--- config.mk ---
export PLATFORM = sky130hd
export DESIGN_NAME = gate_motion_controller
export DESIGN_NICKNAME = d
export VERILOG_FILES = /design/src/rtl/gmc_pkg.sv /design/src/rtl/gmc_fsm.sv /design/src/rtl/gate_motion_controller.sv
export SDC_FILE = /design/constraint.sdc
export NUM_CORES = 1
export LEC_CHECK = 0
export ABC_AREA = 0
export BUFFER_PORTS_ARGS = -buffer_cell sky130_fd_sc_hd__buf_4
export CELL_PAD_IN_SITES_DETAIL_PLACEMENT = 2
export CELL_PAD_IN_SITES_GLOBAL_PLACEMENT = 2
export CORE_MARGIN = 2
export CORE_UTILIZATION = 29
export CTS_CLUSTER_SIZE = 8
export DETAILED_ROUTE_END_ITERATION = 8
export PLACE_DENSITY = 0.79
export SYNTH_ARGS = -nofsm -noshare
export SYNTH_HDL_FRONTEND = slang
export SYNTH_SLANG_ARGS = --single-unit
--- constraint.sdc ---
create_clock -name aclk -period 2.2 [get_ports aclk]
set_clock_uncertainty 0.1 [all_clocks]
set_input_delay 0.22 -clock aclk [delete_from_list [all_inputs] [get_ports aclk]]
set_output_delay 0.22 -clock aclk [all_outputs]
set_load 0.01 [all_outputs]
--- src/rtl/gmc_pkg.sv ---
package gmc_pkg;

    // Event kinds carried by an input item.
    localparam logic [1:0] KIND_PRESS    = 2'd0;
    localparam logic [1:0] KIND_RELEASE  = 2'd1;
    localparam logic [1:0] KIND_CONFLICT = 2'd2;
    localparam logic [1:0] KIND_OTHER    = 2'd3;

    // Button codes. Codes six and seven match no rule.
    localparam logic [2:0] BTN_DRV_OPEN  = 3'd0;
    localparam logic [2:0] BTN_DRV_CLOSE = 3'd1;
    localparam logic [2:0] BTN_SEC_OPEN  = 3'd2;
    localparam logic [2:0] BTN_SEC_CLOSE = 3'd3;
    localparam logic [2:0] BTN_LIM_OPEN  = 3'd4;
    localparam logic [2:0] BTN_LIM_CLOSE = 3'd5;

    // Gate state codes as seen on the result channel.
    localparam logic [2:0] CODE_IDLE_CLOSED = 3'd0;
    localparam logic [2:0] CODE_OPENING     = 3'd1;
    localparam logic [2:0] CODE_IDLE_OPEN   = 3'd2;
    localparam logic [2:0] CODE_CLOSING     = 3'd3;
    localparam logic [2:0] CODE_STOPPED     = 3'd4;

    typedef enum logic [4:0] {
        ST_IDLE_CLOSED = 5'b00001,
        ST_OPENING     = 5'b00010,
        ST_IDLE_OPEN   = 5'b00100,
        ST_CLOSING     = 5'b01000,
        ST_STOPPED     = 5'b10000
    } gate_state_t;

    // Next state and security flag handed from the transition logic.
    typedef struct packed {
        gate_state_t state;
        logic        sec;
    } gmc_next_t;

    function automatic logic [2:0] state_code(input gate_state_t st);
        logic [2:0] code;
        code = CODE_IDLE_CLOSED;
        unique case (st)
            ST_IDLE_CLOSED: code = CODE_IDLE_CLOSED;
            ST_OPENING:     code = CODE_OPENING;
            ST_IDLE_OPEN:   code = CODE_IDLE_OPEN;
            ST_CLOSING:     code = CODE_CLOSING;
            ST_STOPPED:     code = CODE_STOPPED;
            default:        code = CODE_IDLE_CLOSED;
        endcase
        return code;
    endfunction

endpackage

--- src/rtl/gmc_fsm.sv ---
module gmc_fsm
    import gmc_pkg::*;
(
    input  gate_state_t state,
    input  logic        sec,
    input  logic [1:0]  kind,
    input  logic [2:0]  button,
    output gmc_next_t   nxt
);

    // Direction-dependent buttons and targets while the gate is moving.
    logic [2:0]  fwd_drv;
    logic [2:0]  fwd_sec;
    logic [2:0]  limit_btn;
    logic [2:0]  rev_btn;
    gate_state_t at_limit;
    gate_state_t rev_state;
    logic        press;

    assign press = (kind == KIND_PRESS);

    always_comb begin
        if (state == ST_CLOSING) begin
            fwd_drv   = BTN_DRV_CLOSE;
            fwd_sec   = BTN_SEC_CLOSE;
            limit_btn = BTN_LIM_CLOSE;
            at_limit  = ST_IDLE_CLOSED;
            rev_btn   = BTN_SEC_OPEN;
            rev_state = ST_OPENING;
        end else begin
            fwd_drv   = BTN_DRV_OPEN;
            fwd_sec   = BTN_SEC_OPEN;
            limit_btn = BTN_LIM_OPEN;
            at_limit  = ST_IDLE_OPEN;
            rev_btn   = BTN_SEC_CLOSE;
            rev_state = ST_CLOSING;
        end
    end

    always_comb begin
        nxt.state = state;
        nxt.sec   = sec;
        unique case (state)
            ST_OPENING, ST_CLOSING: begin
                if (kind == KIND_CONFLICT) begin
                    // A security movement only yields to the security open button.
                    if (!sec || button == BTN_SEC_OPEN) begin
                        nxt.state = ST_STOPPED;
                    end
                end else if (kind == KIND_RELEASE) begin
                    if (sec) begin
                        if (button == fwd_sec) begin
                            nxt.state = ST_STOPPED;
                        end
                    end else if (button == fwd_drv || button == fwd_sec) begin
                        nxt.state = ST_STOPPED;
                    end
                end else if (press) begin
                    if (button == limit_btn) begin
                        nxt.state = at_limit;
                    end else if (button == rev_btn) begin
                        nxt.state = rev_state;
                        nxt.sec   = 1'b1;
                    end
                end
            end
            ST_IDLE_CLOSED: begin
                if (press && button == BTN_DRV_OPEN) begin
                    nxt.state = ST_OPENING;
                    nxt.sec   = 1'b0;
                end else if (press && button == BTN_SEC_OPEN) begin
                    nxt.state = ST_OPENING;
                    nxt.sec   = 1'b1;
                end
            end
            ST_IDLE_OPEN: begin
                if (press && button == BTN_DRV_CLOSE) begin
                    nxt.state = ST_CLOSING;
                    nxt.sec   = 1'b0;
                end else if (press && button == BTN_SEC_CLOSE) begin
                    nxt.state = ST_CLOSING;
                    nxt.sec   = 1'b1;
                end
            end
            ST_STOPPED: begin
                if (press) begin
                    if (button == BTN_DRV_OPEN) begin
                        nxt.state = ST_OPENING;
                        nxt.sec   = 1'b0;
                    end else if (button == BTN_SEC_OPEN) begin
                        nxt.state = ST_OPENING;
                        nxt.sec   = 1'b1;
                    end else if (button == BTN_DRV_CLOSE) begin
                        nxt.state = ST_CLOSING;
                        nxt.sec   = 1'b0;
                    end else if (button == BTN_SEC_CLOSE) begin
                        nxt.state = ST_CLOSING;
                        nxt.sec   = 1'b1;
                    end
                end
            end
            default: begin
                nxt.state = state;
                nxt.sec   = sec;
            end
        endcase
    end

endmodule

--- src/rtl/gate_motion_controller.sv ---
// The result item for an accepted event is valid the cycle after.
// Throughput: one item per cycle while the consumer takes each item, set by the single
// result register, which is refilled in the same cycle that its item is taken.
// Reset (aresetn low, synchronous): the gate is idle closed, the security flag is
// clear, and no result item is pending.
module gate_motion_controller
    import gmc_pkg::*;
(
    input  logic       aclk,
    input  logic       aresetn,

    input  logic       s_valid,
    output logic       s_ready,
    input  logic [1:0] s_kind,
    input  logic [2:0] s_button,

    output logic       m_valid,
    input  logic       m_ready,
    output logic [2:0] m_gate_state,
    output logic       m_security_active,
    output logic       m_lamp_green,
    output logic       m_lamp_red
);

    // The gate state and security flag persist between items. The result
    // register holds the reported copy of them until the consumer takes it.
    gate_state_t state_reg;
    logic        sec_reg;
    logic        m_valid_reg;
    logic        m_valid_next;
    logic [2:0]  gate_code_reg;
    logic        sec_out_reg;
    logic        green_reg;
    logic        red_reg;

    gmc_next_t   nxt;
    logic        s_fire;

    // An item can enter whenever the result register is empty or is being
    // emptied in this same cycle, so a stalled consumer stalls the producer
    // but an active one sees one item per cycle.
    assign s_ready = !m_valid_reg || m_ready;
    assign s_fire  = s_valid && s_ready;

    gmc_fsm u_fsm (
        .state  (state_reg),
        .sec    (sec_reg),
        .kind   (s_kind),
        .button (s_button),
        .nxt    (nxt)
    );

    always_comb begin
        m_valid_next = m_valid_reg;
        if (s_fire) begin
            m_valid_next = 1'b1;
        end else if (m_ready) begin
            m_valid_next = 1'b0;
        end
    end

    always_ff @(posedge aclk) begin
        if (!aresetn) begin
            state_reg   <= ST_IDLE_CLOSED;
            sec_reg     <= 1'b0;
            m_valid_reg <= 1'b0;
        end else begin
            m_valid_reg <= m_valid_next;
            if (s_fire) begin
                state_reg <= nxt.state;
                sec_reg   <= nxt.sec;
            end
        end
    end

    // Result payload: loaded only on an accepted item, so it holds while stalled.
    always_ff @(posedge aclk) begin
        if (s_fire) begin
            gate_code_reg <= state_code(nxt.state);
            sec_out_reg   <= nxt.sec;
            green_reg     <= (nxt.state == ST_OPENING);
            red_reg       <= (nxt.state == ST_CLOSING);
        end
    end

    assign m_valid           = m_valid_reg;
    assign m_gate_state      = gate_code_reg;
    assign m_security_active = sec_out_reg;
    assign m_lamp_green      = green_reg;
    assign m_lamp_red        = red_reg;

    // The state register is always exactly one of the five one-hot codes.
    a_state_onehot: assert property (@(posedge aclk) disable iff (!aresetn)
        $onehot(state_reg))
        else $error("gate state register is not one-hot");

    // The gate state only moves when an item is accepted.
    a_state_hold: assert property (@(posedge aclk) disable iff (!aresetn)
        !s_fire |=> $stable(state_reg) && $stable(sec_reg))
        else $error("gate state changed without an accepted item");

    // The reported result matches the stored state after every accepted item.
    a_result_tracks: assert property (@(posedge aclk) disable iff (!aresetn)
        s_fire |=> m_valid && m_gate_state == state_code(state_reg)
                   && m_security_active == sec_reg)
        else $error("result item disagrees with the gate state");

    // The lamps follow the reported state and are never lit together.
    a_lamps: assert property (@(posedge aclk) disable iff (!aresetn)
        m_valid |-> !(m_lamp_green && m_lamp_red)
                    && (m_lamp_green == (m_gate_state == CODE_OPENING))
                    && (m_lamp_red == (m_gate_state == CODE_CLOSING)))
        else $error("lamp drives disagree with the gate state");

endmodule
==> summary.md, run 1 <==
| Metric | Value |
|---|---|
| Fin util | `48.4%` |
| Via count | `1550` |
| Sink Count | `13` |
| Net count, final | `218` |
| Flops & latches, synth | `13` |
| P_leak | `0.748 nW` |
| Synth Instances | `151` |
| Ys async rst share | `0%` |
| Yosys warning total | `0` |
| Die height | `67.2 um` |
| Gr usage total | `31.4%` |
| Internal Power | `0.000620 W` |
| Worst-margin pin slew | `0.618 ns` |
| Drt pass-1 iters | `4` |
| IO Port Bufs | `16` |
| Critical R2R Launch | `state_reg[0]$_SDFFE_PN1P_` |
| Initial core utilization | `30.9%` |
| Worst endpoint required time | `2.22 ns` |
| Synthesized cell area | `1160 um2` |
| CTS buffer count | `3` |
| Share of the synthesized area in the top cell type | `15.6%` |
| Ys flop type | `dfxtp_1` |
| Root buf cell | `clkbuf_8` |
| Max Cap Viol | `0` |
| Wire per inst | `27.2 um` |
| Clk pwr share | `22.7%` |
| Overall power | `0.00102 W` |
| Sequential share of power | `28.9%` |
| PnR worst setup slack | `-0.325 ns` |
| Critical path class | `reg2reg` |
| Syn Nets | `160` |
| Global-route wire length before repair | `9950 um` |
| Critical Path AT | `2.54 ns` |
| Total grt overflow | `0` |
| RSZ-0062 raised after global routing | `yes` |
| Maximum clock frequency | `0.396 GHz` |
| Die width | `67.2 um` |
| Combinational Power Share | `48.4%` |
| CP max FO | `3` |
| Post-route minimum period | `2.53 ns` |
| Placed Area | `1600 um2` |
| Antenna Nets Post-Route | `0` |
| Setup WS pre-CTS | `-0.283 ns` |
| I/O Pins | `17` |
| Failing checks | `setup timing` |
| Post-route cell area | `1810 um2` |
| Cell row count | `22` |
| Core area | `3740 um2` |
| Final period util | `115%` |
| CP startpoint | `state_reg[0]$_SDFFE_PN1P_` |
| Vias in the first global route | `1646` |
| GP Congestion | `0.861` |
| Post-CTS Hold Fix Bufs | `0` |
| DRC viols | `0` |
| Net switching power | `0.000404 W` |
| DRT iter0 DRCs | `82` |
| Largest net degree at the start of global routing | `18` |
| Clock tree from TritonCTS | `done` |
| DP HPWL | `4560 um` |
| Final setup viols | `11` |
| CP Launch Type | `flip-flop` |
| # diodes | `0` |
| Hold Startpoint | `aresetn` |
| Final Hold Viols | `0` |
| Synth area leader | `edfxtp_1` |
| Clk slew on worst S/H paths | `0.06 ns` |
| EDFF count, synth | `6` |
| Slew HR | `58.7%` |
| Vias/cell | `6.05` |
| Status | `finished with violations` |
| Area Growth Syn to Fin | `56.6%` |
| Worst VDD drop | `0.000251 V` |
| Setup crit end kind | `flip-flop` |
| Syn avg cell area | `7.66 um2` |
| Die ar. | `4510 um2` |
| Worst hold path type | `in2reg` |
| Max Transition Viols Final | `0` |
| Register area share after synthesis | `27.7%` |
| H-tree depth | `1` |
| DRT Wirelength | `6960 um` |
| Clk_lat worst skew | `0.26 ns` |
| Clk buf depth | `2` |
| Yosys cell types | `48` |
| Largest register FFs | `5` |
| Layout cell share with drive strength beyond 1 | `44.2%` |
| Largest cells by area after synthesis | `edfxtp_1, dfxtp_1, a21oi_1, nor2_1, nand2b_1` |
| Initial antenna violation count | `0` |
| Sw Ratio | `39.4%` |
| Pwr/cell area | `565 nW/um2` |
placed cells by master, fill, tap and decap left out, drive strengths merged:
master / count
nor3: 3
a31oi: 1
mux2i: 1
nand2: 9
xnor2: 4
clkbuf: 4
nand3b: 1
a221o: 1
edfxtp: 6
nand2b: 8
a22oi: 2
dfxtp: 7
o21ai: 10
nor2: 14
nor3b: 4
nor4b: 1
o41ai: 3
inv: 7
or4b: 3
or4: 3
and3: 1
o31a: 1
a21o: 2
or3: 4
nand4b: 2
o2bb2ai: 1
o21a: 2
o22ai: 1
o211ai: 3
nor4: 5
a211oi: 2
nor2b: 2
a2111oi: 1
buf: 65
a21oi: 12
a311oi: 3
or2: 3
nand3: 5
nand4: 1
final cells by class:
| class | instances | area [um2] |
|---|---|---|
| fillers | 423 | 1930 |
| multi-input cells | 119 | 852 |
| repair buffers | 65 | 507 |
| flip-flops and latches | 13 | 323 |
| well taps | 48 | 60.1 |
| clock buffers | 4 | 45.0 |
| inverters | 7 | 26.3 |
worst paths after layout:
| kind | to | slack (ns) | cells past startpoint |
|---|---|---|---|
| max | m_gate_state[1]$_DFFE_PP_ | -0.33 | 9 |
| max reg2reg | m_gate_state[1]$_DFFE_PP_ | -0.33 | 9 |
| min | state_reg[0]$_SDFFE_PN1P_ | 0.06 | 2 |
| min reg2reg | m_valid$_SDFFE_PN0P_ | 0.49 | 2 |
power groups by stage:
stage	Sequential, W	Combinational [W]	Clock [W]
floorplan	0.000295	0.000215	0
global placement	0.000293	0.000375	0
detailed placement	0.000296	0.000410	0
CTS	0.000294	0.000441	0.000220
global route	0.000298	0.000519	0.000248
finish	0.000296	0.000495	0.000232
cell usage after synthesis, types with 2 or more instances:
cell / number
o21a_1: 2
nand4b_1: 2
nand2b_1: 8
buf_2: 3
nor3_1: 3
xnor2_1: 4
nor4_1: 5
a21oi_1: 12
clkbuf_1: 5
nor3b_1: 4
or3_1: 3
a211oi_1: 2
o211ai_1: 3
inv_1: 7
nand2_1: 9
a311oi_1: 3
o21ai_0: 9
or4_1: 2
nor2_1: 14
or2_2: 3
a22oi_1: 2
o41ai_1: 3
nor2b_1: 2
buf_6: 2
dfxtp_1: 7
edfxtp_1: 6
nand3_1: 5
timing repair:
item	4_1_cts	5_1_grt
setup buffers	3	4
pin swaps	5	1
setup endpoints to repair	11	11
gates resized for setup	18	9
logic make-up after synthesis:
logic type / Yosys count / share of synthesized area (%)
and+or+nand+nor: 69 / 35.0
AOI/OAI and AO/OA: 45 / 25.5
buffers and inverters: 19 / 7.89
DFF: 13 / 27.7
xor gates and xnor gates: 4 / 3.03
muxes: 1 / 0.865
through the flow:
stage / hold slack (ns) / setup TNS, ns / cells
floorplan: 0.192 / -0.272 / 151
detailed placement: 0.335 / -1.70 / 246
global route: 0.0538 / -3.10 / 256
CTS: 0.0734 / -1.04 / 252
global placement: 0.336 / -0.756 / 246
finish: 0.0577 / -2.41 / 256
worst max-delay path: stages (launching register included):
cell	delay (ns)
dfxtp_2	0.34
buf_6	0.11
or4_4	0.55
buf_6	0.15
o21ai_4	0.22
a21oi_4	0.10
o41ai_4	0.35
buf_4	0.19
nand3_1	0.11
a21oi_2	0.17
per-layer routing:
layer  track usage (%)  vias to the layer above  part of all wire, %
met3              6.00                       28                  5.7
met2              54.5                       72                   48
li1                  -                      678                    -
met1              39.1                      772                   41
met4              9.95                        0                  5.3
met5                 0                        -                    0
(Power assumes the default switching activity.)
==> run 2, diff against run 1 <==
RECOVER_POWER = 25   (was default)
==> run 2 against run 1 <==
The flow still finishes with violations (setup timing). Register-to-register slack about the same. Sequential share of layout area increased by 0.11 points. Via count increased by 0.32%. First-iteration DRC count decreased by 4.9%. Final cell count unchanged. Critical path depth decreased by 1.
==> summary.md, run 2 (synthesized netlist as in run 1, its figures left out) <==
| Metric | Value |
|---|---|
| Status | `finished with violations` |
| Failing checks | `setup timing` |
| Post-CTS Hold Fix Bufs | `0` |
| IO Port Bufs | `16` |
| Critical path buffer and inverter count | `2` |
| Sink Count | `13` |
| P_leak | `0.737 nW` |
| Most used cell, CP | `buf_6` |
| Post-route cell area | `1800 um2` |
| Fin util | `48.1%` |
| # diodes | `0` |
| Critical path class | `reg2reg` |
| Pwr/cell area | `568 nW/um2` |
| CP top delay family | `compound AO/OA/AOI/OAI gates` |
| Post-route minimum period | `2.53 ns` |
| Core area | `3740 um2` |
| Worst VDD drop | `0.000251 V` |
| Initial antenna violation count | `0` |
| Slew HR | `58.8%` |
| Clk slew on worst S/H paths | `0.06 ns` |
| Final period util | `115%` |
| Vias/cell | `6.07` |
| Wire per inst | `27.3 um` |
| Area Growth Syn to Fin | `55.7%` |
| Clock tree from TritonCTS | `done` |
| Clk_lat worst skew | `0.26 ns` |
| Cell row count | `22` |
| CP Launch Type | `flip-flop` |
| Setup WS pre-CTS | `-0.283 ns` |
| Max Transition Viols Final | `0` |
| Global-route wire length before repair | `9950 um` |
| Max incr delay on CP | `0.55 ns` |
| Placed Area | `1600 um2` |
| Antenna Nets Post-Route | `0` |
| Setup crit end kind | `flip-flop` |
| Net count, final | `218` |
| Worst-margin pin slew | `0.617 ns` |
| Initial core utilization | `30.9%` |
| Max Cap Viol | `0` |
| Largest register FFs | `5` |
| H-tree depth | `1` |
| Placed cells | `246` |
| Via count | `1555` |
| Final Non-Filler Cells | `256` |
| Maximum clock frequency | `0.396 GHz` |
| Setup TNS Final | `-2.42 ns` |
| Total grt overflow | `0` |
| Layout cell share with drive strength beyond 1 | `42.8%` |
| DRT iter0 DRCs | `78` |
| Cell Chain, Critical Path | `buf_6, or4_4, buf_6, o21ai_4, a21oi_4, o41ai_4, a21o_1, o21ai_2` |
| PnR worst setup slack | `-0.326 ns` |
| DP HPWL | `4560 um` |
| Root buf cell | `clkbuf_8` |
| Final Hold Viols | `0` |
| CP max stage cell | `or4_4` |
| Final setup viols | `11` |
| Most frequent cells in the layout | `buf_4, nor2_1, a21oi_1, nand2_1, nand2b_1` |
| Vias in the first global route | `1646` |
| Worst hold path type | `in2reg` |
| I/O Pins | `17` |
| Commonest non-fill, non-tap cell in the layout | `buf_4` |
| Drt pass-1 iters | `4` |
| GP Congestion | `0.861` |
| Die width | `67.2 um` |
| Die ar. | `4510 um2` |
| DRC viols | `0` |
| RSZ-0062 raised after global routing | `yes` |
| Die height | `67.2 um` |
| Critical Path AT | `2.42 ns` |
| Gr usage total | `31.4%` |
| CTS buffer count | `3` |
| DRT Wirelength | `6990 um` |
| Clk buf depth | `2` |
| CP max FO | `3` |
| Worst endpoint required time | `2.10 ns` |
| Largest net degree at the start of global routing | `18` |
[run 2: cell count changes in the layout (fill, tap and decap cells not counted), sizes merged]
| cell | change |
|---|---|
| buf | -3 |
| clkbuf | +3 |
[run 2: report_power, final]
part,leakage [nW],internal (W),switching (W)
clock,0.0228,0.000129,0.000104
sequential,0.119,0.000278,0.0000185
combinational,0.595,0.000211,0.000283
[run 2: through the flow]
stage,total power (W),hold slack (ns)
floorplan,0.000510,0.192
global placement,0.000668,0.336
detailed placement,0.000706,0.335
CTS,0.000955,0.0734
global route,0.00106,0.0538
finish,0.00102,0.0578
[run 2: layer usage]
layer	vias to the layer above	share of wire [%]	wire length, um	GRT usage (%)
met5	-	0	0	0
met4	0	5.3	367	9.95
met2	68	48	3370	54.5
met3	28	5.6	394	6.00
met1	780	41	2850	39.1
li1	679	-	-	-
[run 2: cell type report]
cell class | instances | area [um2]
inverter | 7 | 26.3
clock buffer | 4 | 45.0
fill | 426 | 1940
tap | 48 | 60.1
sequential | 13 | 323
multi-input combinational | 119 | 852
timing repair buffer | 65 | 495
[run 2: final timing paths]
check / start / endpoint / slack [ns] / cells past startpoint
max: state_reg[0]$_SDFFE_PN1P_ / m_gate_state[0]$_DFFE_PP_ / -0.33 / 8
max reg2reg: state_reg[0]$_SDFFE_PN1P_ / m_gate_state[0]$_DFFE_PP_ / -0.33 / 8
min reg2reg: m_valid$_SDFFE_PN0P_ / m_valid$_SDFFE_PN0P_ / 0.49 / 2
min: aresetn / state_reg[0]$_SDFFE_PN1P_ / 0.06 / 2
[run 2: worst reg2reg max path: stages, from the launching register on]
cell and delay (ns):
dfxtp_2 0.34, buf_6 0.12, or4_4 0.55, buf_6 0.15
o21ai_4 0.22, a21oi_4 0.10, o41ai_4 0.35, a21o_1 0.26
o21ai_2 0.09
[run 2: what timing repair did]
action / CTS / global route
pin swaps: 5 / 1
endpoints found under the setup margin: 11 / 11
gates resized for setup: 18 / 9
buffers inserted: 3 / 4
